### config.mk
export PLATFORM = sky130hd
export DESIGN_NAME = set_union_intersection_dedup
export DESIGN_NICKNAME = d
export VERILOG_FILES = /design/src/rtl/suid_pkg.sv /design/src/rtl/suid_ctrl.sv /design/src/rtl/suid_datapath.sv /design/src/rtl/set_union_intersection_dedup.sv
export SDC_FILE = /design/constraint.sdc
export NUM_CORES = 2
export LEC_CHECK = 0
export ABC_CLOCK_PERIOD_IN_PS = 13000
export BUFFER_PORTS_ARGS = -buffer_cell sky130_fd_sc_hd__buf_2
export CORE_AREA = 3 3 523 525
export DETAILED_ROUTE_END_ITERATION = 7
export DIE_AREA = 0 0 526 528
export GPL_TIMING_DRIVEN = 0
export MAX_ROUTING_LAYER = met4
export PLACE_DENSITY = 0.75
export RECOVER_POWER = 100
export SKIP_CTS_REPAIR_TIMING = 1
export SLEW_MARGIN = 20
export SYNTH_ARGS = -nofsm -noshare
export SYNTH_HDL_FRONTEND = slang
export SYNTH_SLANG_ARGS = --single-unit
### constraint.sdc
create_clock -name clk -period 13 [get_ports clk]
set_input_delay 1.95 -clock clk [delete_from_list [all_inputs] [get_ports clk]]
set_output_delay 1.95 -clock clk [all_outputs]
set_load 0.01 [all_outputs]
### src/rtl/suid_pkg.sv
package suid_pkg;

    localparam logic OP_UNION     = 1'b0;
    localparam logic OP_INTERSECT = 1'b1;

    typedef enum logic {
        SEL_RES,
        SEL_REF
    } store_sel_t;

    typedef struct packed {
        logic       load;
        logic       scan_start;
        store_sel_t scan_sel;
        logic       res_append;
        logic       ref_append;
        logic       emit;
        logic       emit_ovf;
    } cmd_t;

    typedef struct packed {
        logic scan_done;
        logic hit;
        logic res_full;
        logic ref_full;
        logic second;
        logic op_kind;
        logic out_free;
    } status_t;

endpackage

### src/rtl/suid_ctrl.sv
module suid_ctrl (
    input  logic             clk,
    input  logic             rst_n,
    input  logic             s_tvalid,
    output logic             s_tready,
    input  suid_pkg::status_t status,
    output suid_pkg::cmd_t    cmd
);
    import suid_pkg::*;

    typedef enum logic [1:0] {
        ST_IDLE,
        ST_KICK,
        ST_SCAN,
        ST_EMIT
    } state_t;

    state_t     state_reg, state_next;
    store_sel_t sel_reg, sel_next;
    logic       ovf_reg, ovf_next;

    always_ff @(posedge clk or negedge rst_n)
    begin
        if (!rst_n)
        begin
            state_reg <= ST_IDLE;
            sel_reg   <= SEL_RES;
            ovf_reg   <= 1'b0;
        end
        else
        begin
            state_reg <= state_next;
            sel_reg   <= sel_next;
            ovf_reg   <= ovf_next;
        end
    end

    always_comb
    begin
        state_next = state_reg;
        sel_next   = sel_reg;
        ovf_next   = ovf_reg;
        cmd        = '0;
        s_tready   = 1'b0;
        case (state_reg)
            ST_IDLE:
            begin
                s_tready = 1'b1;
                if (s_tvalid)
                begin
                    cmd.load   = 1'b1;
                    state_next = ST_KICK;
                end
            end
            ST_KICK:
            begin
                cmd.scan_start = 1'b1;
                cmd.scan_sel   = (status.op_kind == OP_INTERSECT) ? SEL_REF : SEL_RES;
                sel_next       = cmd.scan_sel;
                state_next     = ST_SCAN;
            end
            ST_SCAN:
            begin
                if (status.scan_done)
                begin
                    if (sel_reg == SEL_RES)
                    begin
                        if (status.hit)
                            state_next = ST_IDLE;
                        else
                        begin
                            ovf_next   = status.res_full;
                            state_next = ST_EMIT;
                        end
                    end
                    else if (status.second)
                    begin
                        if (status.hit)
                            state_next = ST_IDLE;
                        else if (status.ref_full)
                        begin
                            ovf_next   = 1'b1;
                            state_next = ST_EMIT;
                        end
                        else
                        begin
                            cmd.ref_append = 1'b1;
                            state_next     = ST_IDLE;
                        end
                    end
                    else if (!status.hit)
                        state_next = ST_IDLE;
                    else
                    begin
                        // first-operand item present in reference: check result
                        cmd.scan_start = 1'b1;
                        cmd.scan_sel   = SEL_RES;
                        sel_next       = SEL_RES;
                    end
                end
            end
            ST_EMIT:
            begin
                if (status.out_free)
                begin
                    cmd.emit       = 1'b1;
                    cmd.emit_ovf   = ovf_reg;
                    cmd.res_append = !ovf_reg;
                    state_next     = ST_IDLE;
                end
            end
            default:
            begin
                state_next = ST_IDLE;
            end
        endcase
    end

endmodule

### src/rtl/suid_datapath.sv
module suid_datapath #(
    parameter int RESULT_DEPTH    = 64,
    parameter int REFERENCE_DEPTH = 64
) (
    input  logic              clk,
    input  logic              rst_n,
    input  logic              cfg_we,
    input  logic              cfg_wdata,
    input  logic [31:0]       s_tdata,
    input  logic [1:0]        s_tuser,
    input  logic              m_tready,
    output logic              m_tvalid,
    output logic [31:0]       m_tdata,
    output logic              m_tuser,
    input  suid_pkg::cmd_t    cmd,
    output suid_pkg::status_t status
);
    import suid_pkg::*;

    localparam int RCW = $clog2(RESULT_DEPTH + 1);
    localparam int FCW = $clog2(REFERENCE_DEPTH + 1);
    localparam int RAW = $clog2(RESULT_DEPTH);
    localparam int FAW = $clog2(REFERENCE_DEPTH);
    localparam int CW  = (RCW > FCW) ? RCW : FCW;

    logic [31:0] res_mem [RESULT_DEPTH];
    logic [31:0] ref_mem [REFERENCE_DEPTH];

    logic             op_kind_reg;
    logic [31:0]      value_reg;
    logic             second_reg;
    logic [RCW-1:0]   res_cnt_reg;
    logic [FCW-1:0]   ref_cnt_reg;
    store_sel_t       sel_reg;
    logic             scanning_reg;
    logic [CW-1:0]    idx_reg;
    logic             rd_valid_reg;
    logic             hit_reg;
    logic [31:0]      res_rdata_reg;
    logic [31:0]      ref_rdata_reg;
    logic             out_valid_reg;
    logic [31:0]      out_data_reg;
    logic             out_ovf_reg;

    logic [CW-1:0]    limit;
    logic [31:0]      rdata;
    logic             issue;
    logic             scan_done;
    logic             out_free;

    assign limit     = (sel_reg == SEL_REF) ? CW'(ref_cnt_reg) : CW'(res_cnt_reg);
    assign rdata     = (sel_reg == SEL_REF) ? ref_rdata_reg : res_rdata_reg;
    assign issue     = scanning_reg && (idx_reg < limit);
    assign scan_done = scanning_reg && !issue && !rd_valid_reg;
    assign out_free  = !out_valid_reg || m_tready;

    always_ff @(posedge clk or negedge rst_n)
    begin
        if (!rst_n)
        begin
            op_kind_reg   <= OP_UNION;
            res_cnt_reg   <= '0;
            ref_cnt_reg   <= '0;
            sel_reg       <= SEL_RES;
            scanning_reg  <= 1'b0;
            idx_reg       <= '0;
            rd_valid_reg  <= 1'b0;
            hit_reg       <= 1'b0;
            out_valid_reg <= 1'b0;
        end
        else
        begin
            if (cfg_we)
                op_kind_reg <= cfg_wdata;

            if (cmd.load && s_tuser[1])
            begin
                res_cnt_reg <= '0;
                ref_cnt_reg <= '0;
            end
            if (cmd.res_append)
                res_cnt_reg <= res_cnt_reg + RCW'(1);
            if (cmd.ref_append)
                ref_cnt_reg <= ref_cnt_reg + FCW'(1);

            if (cmd.scan_start)
            begin
                scanning_reg <= 1'b1;
                idx_reg      <= '0;
                rd_valid_reg <= 1'b0;
                hit_reg      <= 1'b0;
                sel_reg      <= cmd.scan_sel;
            end
            else if (scanning_reg)
            begin
                rd_valid_reg <= issue;
                if (issue)
                    idx_reg <= idx_reg + CW'(1);
                if (rd_valid_reg && (rdata == value_reg))
                    hit_reg <= 1'b1;
                if (scan_done)
                    scanning_reg <= 1'b0;
            end

            if (cmd.emit)
                out_valid_reg <= 1'b1;
            else if (m_tready)
                out_valid_reg <= 1'b0;
        end
    end

    always_ff @(posedge clk)
    begin
        if (cmd.load)
        begin
            value_reg  <= s_tdata;
            second_reg <= s_tuser[0];
        end
        if (cmd.emit)
        begin
            out_data_reg <= value_reg;
            out_ovf_reg  <= cmd.emit_ovf;
        end
    end

    always_ff @(posedge clk)
    begin
        if (cmd.res_append)
            res_mem[res_cnt_reg[RAW-1:0]] <= value_reg;
        res_rdata_reg <= res_mem[idx_reg[RAW-1:0]];
    end

    always_ff @(posedge clk)
    begin
        if (cmd.ref_append)
            ref_mem[ref_cnt_reg[FAW-1:0]] <= value_reg;
        ref_rdata_reg <= ref_mem[idx_reg[FAW-1:0]];
    end

    assign status.scan_done = scan_done;
    assign status.hit       = hit_reg;
    assign status.res_full  = (res_cnt_reg == RCW'(RESULT_DEPTH));
    assign status.ref_full  = (ref_cnt_reg == FCW'(REFERENCE_DEPTH));
    assign status.second    = second_reg;
    assign status.op_kind   = op_kind_reg;
    assign status.out_free  = out_free;

    assign m_tvalid = out_valid_reg;
    assign m_tdata  = out_data_reg;
    assign m_tuser  = out_ovf_reg;

endmodule

### src/rtl/set_union_intersection_dedup.sv
// Set union / intersection engine with duplicate removal, signed 32-bit values.
// Input stream s_*: one beat per element; tdata = value, tuser = {restart, from_second}.
// Output stream m_*: one beat per new distinct result; tdata = value_res,
// tuser = overflow (value dropped because its store was full).
// cfg_we/cfg_wdata write op_kind (0 union, 1 intersection); write only while idle.
// Each beat scans its store(s) one entry per cycle through the registered memory
// read port; an intersection first-operand hit scans the reference store and
// then the result store. One beat is in work at a time; s_tready is high only
// between beats. Results sit in an output register; a stalled receiver holds
// the next beat at its emit step until the register frees.
// Reset empties both stores (counts to zero) and sets op_kind to union;
// store contents need no clearing.
module set_union_intersection_dedup #(
    parameter int RESULT_DEPTH    = 64,
    parameter int REFERENCE_DEPTH = 64
) (
    input  logic        clk,
    input  logic        rst_n,
    input  logic        cfg_we,
    input  logic        cfg_wdata,
    input  logic        s_tvalid,
    output logic        s_tready,
    input  logic [31:0] s_tdata,   // [31:0] value
    input  logic [1:0]  s_tuser,   // [0] from_second, [1] restart
    output logic        m_tvalid,
    input  logic        m_tready,
    output logic [31:0] m_tdata,   // [31:0] value_res
    output logic        m_tuser    // [0] overflow
);
    import suid_pkg::*;

    cmd_t    cmd;
    status_t status;

    suid_ctrl u_ctrl (
        .clk      (clk),
        .rst_n    (rst_n),
        .s_tvalid (s_tvalid),
        .s_tready (s_tready),
        .status   (status),
        .cmd      (cmd)
    );

    suid_datapath #(
        .RESULT_DEPTH    (RESULT_DEPTH),
        .REFERENCE_DEPTH (REFERENCE_DEPTH)
    ) u_datapath (
        .clk       (clk),
        .rst_n     (rst_n),
        .cfg_we    (cfg_we),
        .cfg_wdata (cfg_wdata),
        .s_tdata   (s_tdata),
        .s_tuser   (s_tuser),
        .m_tready  (m_tready),
        .m_tvalid  (m_tvalid),
        .m_tdata   (m_tdata),
        .m_tuser   (m_tuser),
        .cmd       (cmd),
        .status    (status)
    );

endmodule
* Yosys cells after proc, flatten, opt, wreduce, memory -nomap -nowiden *
Memory sizes are Yosys's and may differ from the RTL's. A register that Yosys moved wholly into a read port is not among the register bits.
Cells that the tools add are included.

storage, ports and cells
  flip-flop bits (word level) = 97
  bits in writable memories = 4096
  input bits = 40
  output and inout port bits = 35
  logic and storage cells = 121
  memories kept = 2

memories
  memory              words  bits a word  rd ports  clocked after Yosys merged registers in  wr ports  line                 RTL
  u_datapath.ref_mem  64     32           1         1                                        1         suid_datapath.sv:27  logic [31:0] ref_mem [REFERENCE_DEPTH];
  u_datapath.res_mem  64     32           1         1                                        1         suid_datapath.sv:26  logic [31:0] res_mem [RESULT_DEPTH];

operators by class
  add/subtract/negate cells = 3
  magnitude comparators = 1
  equal/unequal tests = 14
  muxes and demuxes = 61
  reduce and logical (&&, ||, !) cells = 24

operator list
  kind                                                                   count
  7-bit two-way mux                                                      7
  1-bit two-way mux                                                      35
  32-bit equality test                                                   1
  32-bit two-way mux                                                     1
  2-bit two-way mux                                                      15
  7-bit by 1-bit adder with 7-bit output, second input constant          3
  7-bit equality test, second input constant                             2
  2-bit nonzero test                                                     7
  2-bit != test, second input constant                                   4
  2-bit one-hot mux with 4 select lines                                  1
  2-bit AND reduction                                                    4
  7-bit < comparator                                                     1
  2-bit by 1-bit != test with 1-bit output, second input constant        3
  6-bit AND reduction                                                    1
  1-bit logical AND                                                      5
  2-bit equality test, second input constant                             2
  1-bit zero test                                                        4
  4-bit by 3-bit != test with 1-bit output, second input constant        1
  2-bit one-hot mux with 2 select lines                                  1
  4-bit AND reduction                                                    1
  2-bit by 1-bit equality test with 1-bit output, second input constant  1
  2-bit zero test                                                        1
  1-bit one-hot mux with 2 select lines                                  1
  1-bit logical OR                                                       1

* Longest topological paths before layout *
  word-level depth = 10
  gate-level depth with buffers = 12

* Modules after synthesis *
Synthesis repeated with hierarchy kept, for this count alone.

second synthesis, totals
  cell total of the unflattened synthesis = 6593
  area total of the unflattened synthesis = 161416.1 um^2

modules (own cells, without submodules)
  module         times used  cells each  area an instance (um^2)
  suid_datapath  1           6552        161031.9
  suid_ctrl      1           41          384.1

* Worst setup path before layout *
OpenSTA, ideal clock, no wires.

  kind = in2reg
  start point = input port m_tready
  end point = memory u_datapath.res_mem[48][0], enable pin
  library setup time = 461 ps
  data arrival time = 5916 ps
  required time = 12539 ps
  slack = 6623 ps
  cell stages on the path = 6
  path through = nand2b_1 > and2_1 > nand2b_1 > nor2_1 > nand2_1 > nor3_1

on the way
  longest elaborated chain between the ends = 5

RTL lines
  item                                     line                                RTL
  start: declaration                       set_union_intersection_dedup.sv:26  input logic m_tready,
  1-bit logical OR                         suid_datapath.sv:55                 assign out_free = !out_valid_reg || m_tready;
  1-bit two-way mux                        suid_ctrl.sv:104                    if (status.out_free)
  1-bit two-way mux                        suid_ctrl.sv:45                     case (state_reg)
  1-bit two-way mux                        suid_datapath.sv:128                if (cmd.res_append)
  1-bit two-way mux (implied by the code)  suid_datapath.sv:129                res_mem[res_cnt_reg[RAW-1:0]] <= value_reg;
  end: declaration                         suid_datapath.sv:26

No other way between the ends.

* Final worst setup path *
  start point = input port m_tready
  end point = memory u_datapath.res_mem[24][4], enable pin

Same word-level chain as after synthesis.

==> flow_metrics.py <==
metrics = {
    "sta": {
        "maxSlewViolCount": 2563,
        "fin_crit_sh_pct": 73.39,
        "finalSetupViolCount": 0,
        "fin_ws_ns": 3.460,
        "worstMarginPinSlew_ns": 3.618,
        "max_freq_mhz": 104.8,
        "rsz0062_at_grt": "false",
        "fin_skew_ns": 0.05586,
        "slew_headroom_pct": -141.2,
        "setup-tns-final_ns": 0,
        "hold_violations": 0,
        "fin_crit_ns": 9.540,
    },
    "die": {
        "rows": 191,
        "die_y_um": 528,
        "die_area_mm2": 0.2777,
        "initial_utilization_pct": 59.85,
        "core_area_mm2": 0.2698,
        "pin_count": 75,
        "dieWidth_um": 526,
    },
    "worst_setup_path": {
        "end_kind": "flip-flop",
        "r2r_end": "u_datapath.res_mem[24][4]$_DFFE_PP_",
        "path_class": "input port to flip-flop",
        "worstPathRequired_ns": 13.56,
        "r2r_cells": 8,
        "arrival_ns": 10.10,
        "rr_startpoint": "u_ctrl.state_reg[1]$_DFFE_PN0P_",
        "reg2reg_slack_ns": 4.11,
        "path_max_fanout": 35,
        "crit_path_start_kind": "input port",
    },
    "worst_hold_path": {
        "min_from": "u_datapath.scanning_reg$_DFF_PN0_",
        "holdPathStages": 1,
        "hold_path.class": "flip-flop to flip-flop",
        "min_to": "u_datapath.scanning_reg$_DFF_PN0_",
    },
    "clock_tree": {
        "htree_levels": 5,
        "ctsLongestPathBuffers": 4,
        "clock-sinks": 4257,
        "clk_latency_ns": 0.99,
        "cts_buffers": 409,
        "clkTransAtPathRegs_ns": 0.06,
        "cts_tree": "done",
        "root_buffer": "clkbuf_16",
    },
    "global_route": {
        "groute.usage.overall_pct": 39.15,
        "antenna_found_initial": 49,
        "grt_pass1_wl_mm": 710.2,
        "grt_max_degree": 36,
        "grt.overflow.total": 0,
        "grt_pass1_vias": 84248,
    },
    "yosys": {
        "synth.avg_cell_area_um2": 24.48,
        "synth-edff-count": 4162,
        "yosysWarningCount": 0,
        "seq_area_frac_synth_pct": 78.67,
        "synth_compound_area_share_pct": 0.8826,
        "syn_nets": 6650,
        "synth_cell_types": 56,
        "async_flop_share_pct": 0.7282,
        "synth-seq-cells": 4257,
        "synth_ff_type": "edfxtp_1",
        "yosys.area_share.simple_pct": 1.022,
        "synth_cells": 6595,
        "netlist_area_mm2": 0.1615,
        "synth_mux_area_share_pct": 18.02,
        "synth-xor-area-share_pct": 0.2170,
        "synth_top_family_by_area": "multiplexers",
        "synth_fa_ha_area_share_pct": 0.1162,
    },
    "finish": {
        "area_delta_synth_final_pct": 12.33,
        "fin_nets": 7553,
        "fin_cells": 11447,
        "drive_gt1_share_pct": 26.75,
    },
    "route": {
        "num_vias": 85059,
        "wl_per_cell_um": 45.72,
        "drt_iter0_markers": 15081,
        "dr.pass1.iters": 8,
        "wirelength_mm": 523.3,
        "ant_nets": 0,
        "drc": 31,
        "viasPerCell": 7.431,
    },
    "job": {
        "cap_viol_max_count": 154,
    },
    "outcome": {
        "violations": "design-rule violations, max-capacitance violations, max-slew violations",
        "outcome": "finished with violations",
    },
    "placed_design": {
        "post-place-ws_ns": 6.940,
        "place_hpwl_mm": 332.0,
        "place_inst": 10656,
        "routabilityCongestion": 1.049,
        "port-buffer-count": 74,
    },
    "power": {
        "p_leak_nw": 55.76,
        "irDropWorstVdd_mv": 0.2078,
        "powerDensity_mw_per_mm2": 207.7,
    },
}
-- final cells by class --
class / count / area (um2)
Sequential cell: 4257 / 127000
Fill cell: 15947 / 88430
Multi-Input combinational cell: 1974 / 32730
Clock buffer: 491 / 10730
Tap cell: 3570 / 4467
Clock inverter: 257 / 2449
Timing Repair Buffer: 492 / 2081
Buffer: 348 / 1722
Antenna cell: 42 / 105.1
Inverter: 16 / 60.06
-- how the worst max path moves through the flow --
| stage | start | end | slack [ns] | cells after the start |
|---|---|---|---|---|
| 6_report | m_tready | u_datapath.res_mem[24][4]$_DFFE_PP_ | 3.46 | 9 |
| 5_1_grt | m_tready | u_datapath.res_mem[24][3]$_DFFE_PP_ | 3.41 | 9 |
| 4_1_cts | u_datapath.sel_reg$_DFFE_PN0P_ | u_datapath.ref_mem[0][23]$_DFFE_PP_ | 6.91 | 12 |
| 3_5_place_dp | u_datapath.sel_reg$_DFFE_PN0P_ | u_datapath.ref_mem[0][12]$_DFFE_PP_ | 6.94 | 12 |
| 3_3_place_gp | m_tready | u_datapath.res_mem[48][20]$_DFFE_PP_ | 2.21 | 7 |
| 2_1_floorplan | m_tready | u_datapath.res_mem[48][0]$_DFFE_PP_ | 6.62 | 6 |
-- through the flow --
stage                     util (%)  hold slack [ns]  area [um2]  power (mW)
final                        67.22           0.5437      181400       37.67
after detailed placement     65.20           0.5299      175900       25.80
after global placement       61.64           0.5097      166300       25.33
after CTS                    70.08           0.5400      189100       37.64
after global routing         67.22           0.5655      181400       38.26
after floorplan                  -           0.4714      161500       21.66
-- logic make-up (layout without fill, tap and decap cells) --
kind of cell | after synthesis | after routing
other | 0 | 42
muxes | 1342 | 1342
DFF | 4257 | 4257
adders and majority gates | 15 | 15
buffers and inverters | 364 | 1604
and+or+nand+nor | 372 | 372
AOI/OAI and AO/OA | 205 | 205
xor gates and xnor gates | 40 | 40
-- Yosys cell counts (all sizes together), types with 2 or more instances --
| master | n | area [um2] |
|---|---|---|
| a211o | 3 | 26.28 |
| a211oi | 14 | 105.1 |
| a21o | 3 | 22.52 |
| a21oi | 24 | 120.1 |
| a221oi | 3 | 32.53 |
| a22oi | 96 | 720.7 |
| a31oi | 5 | 31.28 |
| a32oi | 7 | 61.31 |
| and2 | 16 | 100.1 |
| and3 | 3 | 18.77 |
| buf | 206 | 1126 |
| clkbuf | 142 | 533.0 |
| dfrtp | 31 | 775.7 |
| dfxtp | 64 | 1281 |
| edfxtp | 4162 | 125000 |
| ha | 15 | 187.7 |
| inv | 16 | 60.05 |
| mux2 | 14 | 157.6 |
| mux2i | 77 | 770.7 |
| mux4 | 1251 | 28170 |
| nand2 | 103 | 386.6 |
| nand2b | 9 | 56.30 |
| nand3 | 27 | 135.1 |
| nand4 | 11 | 68.82 |
| nor2 | 159 | 596.8 |
| nor2b | 15 | 93.84 |
| nor3 | 9 | 50.05 |
| o211ai | 8 | 60.06 |
| o21ai | 27 | 135.1 |
| o22ai | 8 | 50.05 |
| o2bb2ai | 2 | 17.52 |
| or2 | 4 | 25.03 |
| or3 | 8 | 50.05 |
| or3b | 2 | 17.52 |
| xnor2 | 3 | 26.28 |
| xor2 | 37 | 324.1 |
-- worst max-delay path, cell delays in order --
cell and delay [ns]:
buf_2 0.08, nand2b_1 0.20, and2_0 2.62, nand2b_1 0.77
nor2_1 0.60, nand2_1 0.37, nor2_1 1.81, clkbuf_1 0.93
clkbuf_1 0.73
-- per-layer routing --
metal | global-route usage [%] | wire length (um) | up-vias
li1 | - | - | 30291
met1 | 49.32 | 165400 | 44236
met2 | 56.10 | 233300 | 8595
met3 | 13.79 | 84110 | 1937
met4 | 22.02 | 40570 | 0
met5 | - | 0 | -
-- where the power goes --
group	total (mW)	internal, mW	leakage (nW)	switching, mW
clock	11.9	6.62	6.43	5.29
sequential	16.0	15.8	38.4	0.278
combinational	9.72	3.69	11.0	6.03
total	37.7	26.1	55.8	11.6
-- cells in the final DEF (no fill, tap or decap), drive strengths merged, types with 9 or more instances in the layout --
cell type     n
a22oi        96
nor2b        15
dfrtp        31
clkinv      200
bufinv       36
nor2        159
nor3          9
edfxtp     4162
dfxtp        64
inv          25
nand2       103
mux2i        77
nand2b        9
nand4        11
a21oi        24
o21ai        27
mux2         14
ha           15
clkinvlp     12
diode        42
mux4       1251
nand3        27
buf         228
and2         16
xor2         37
clkbuf     1103
a211oi       14
Note: power is estimated with default switching activity, not from simulation.
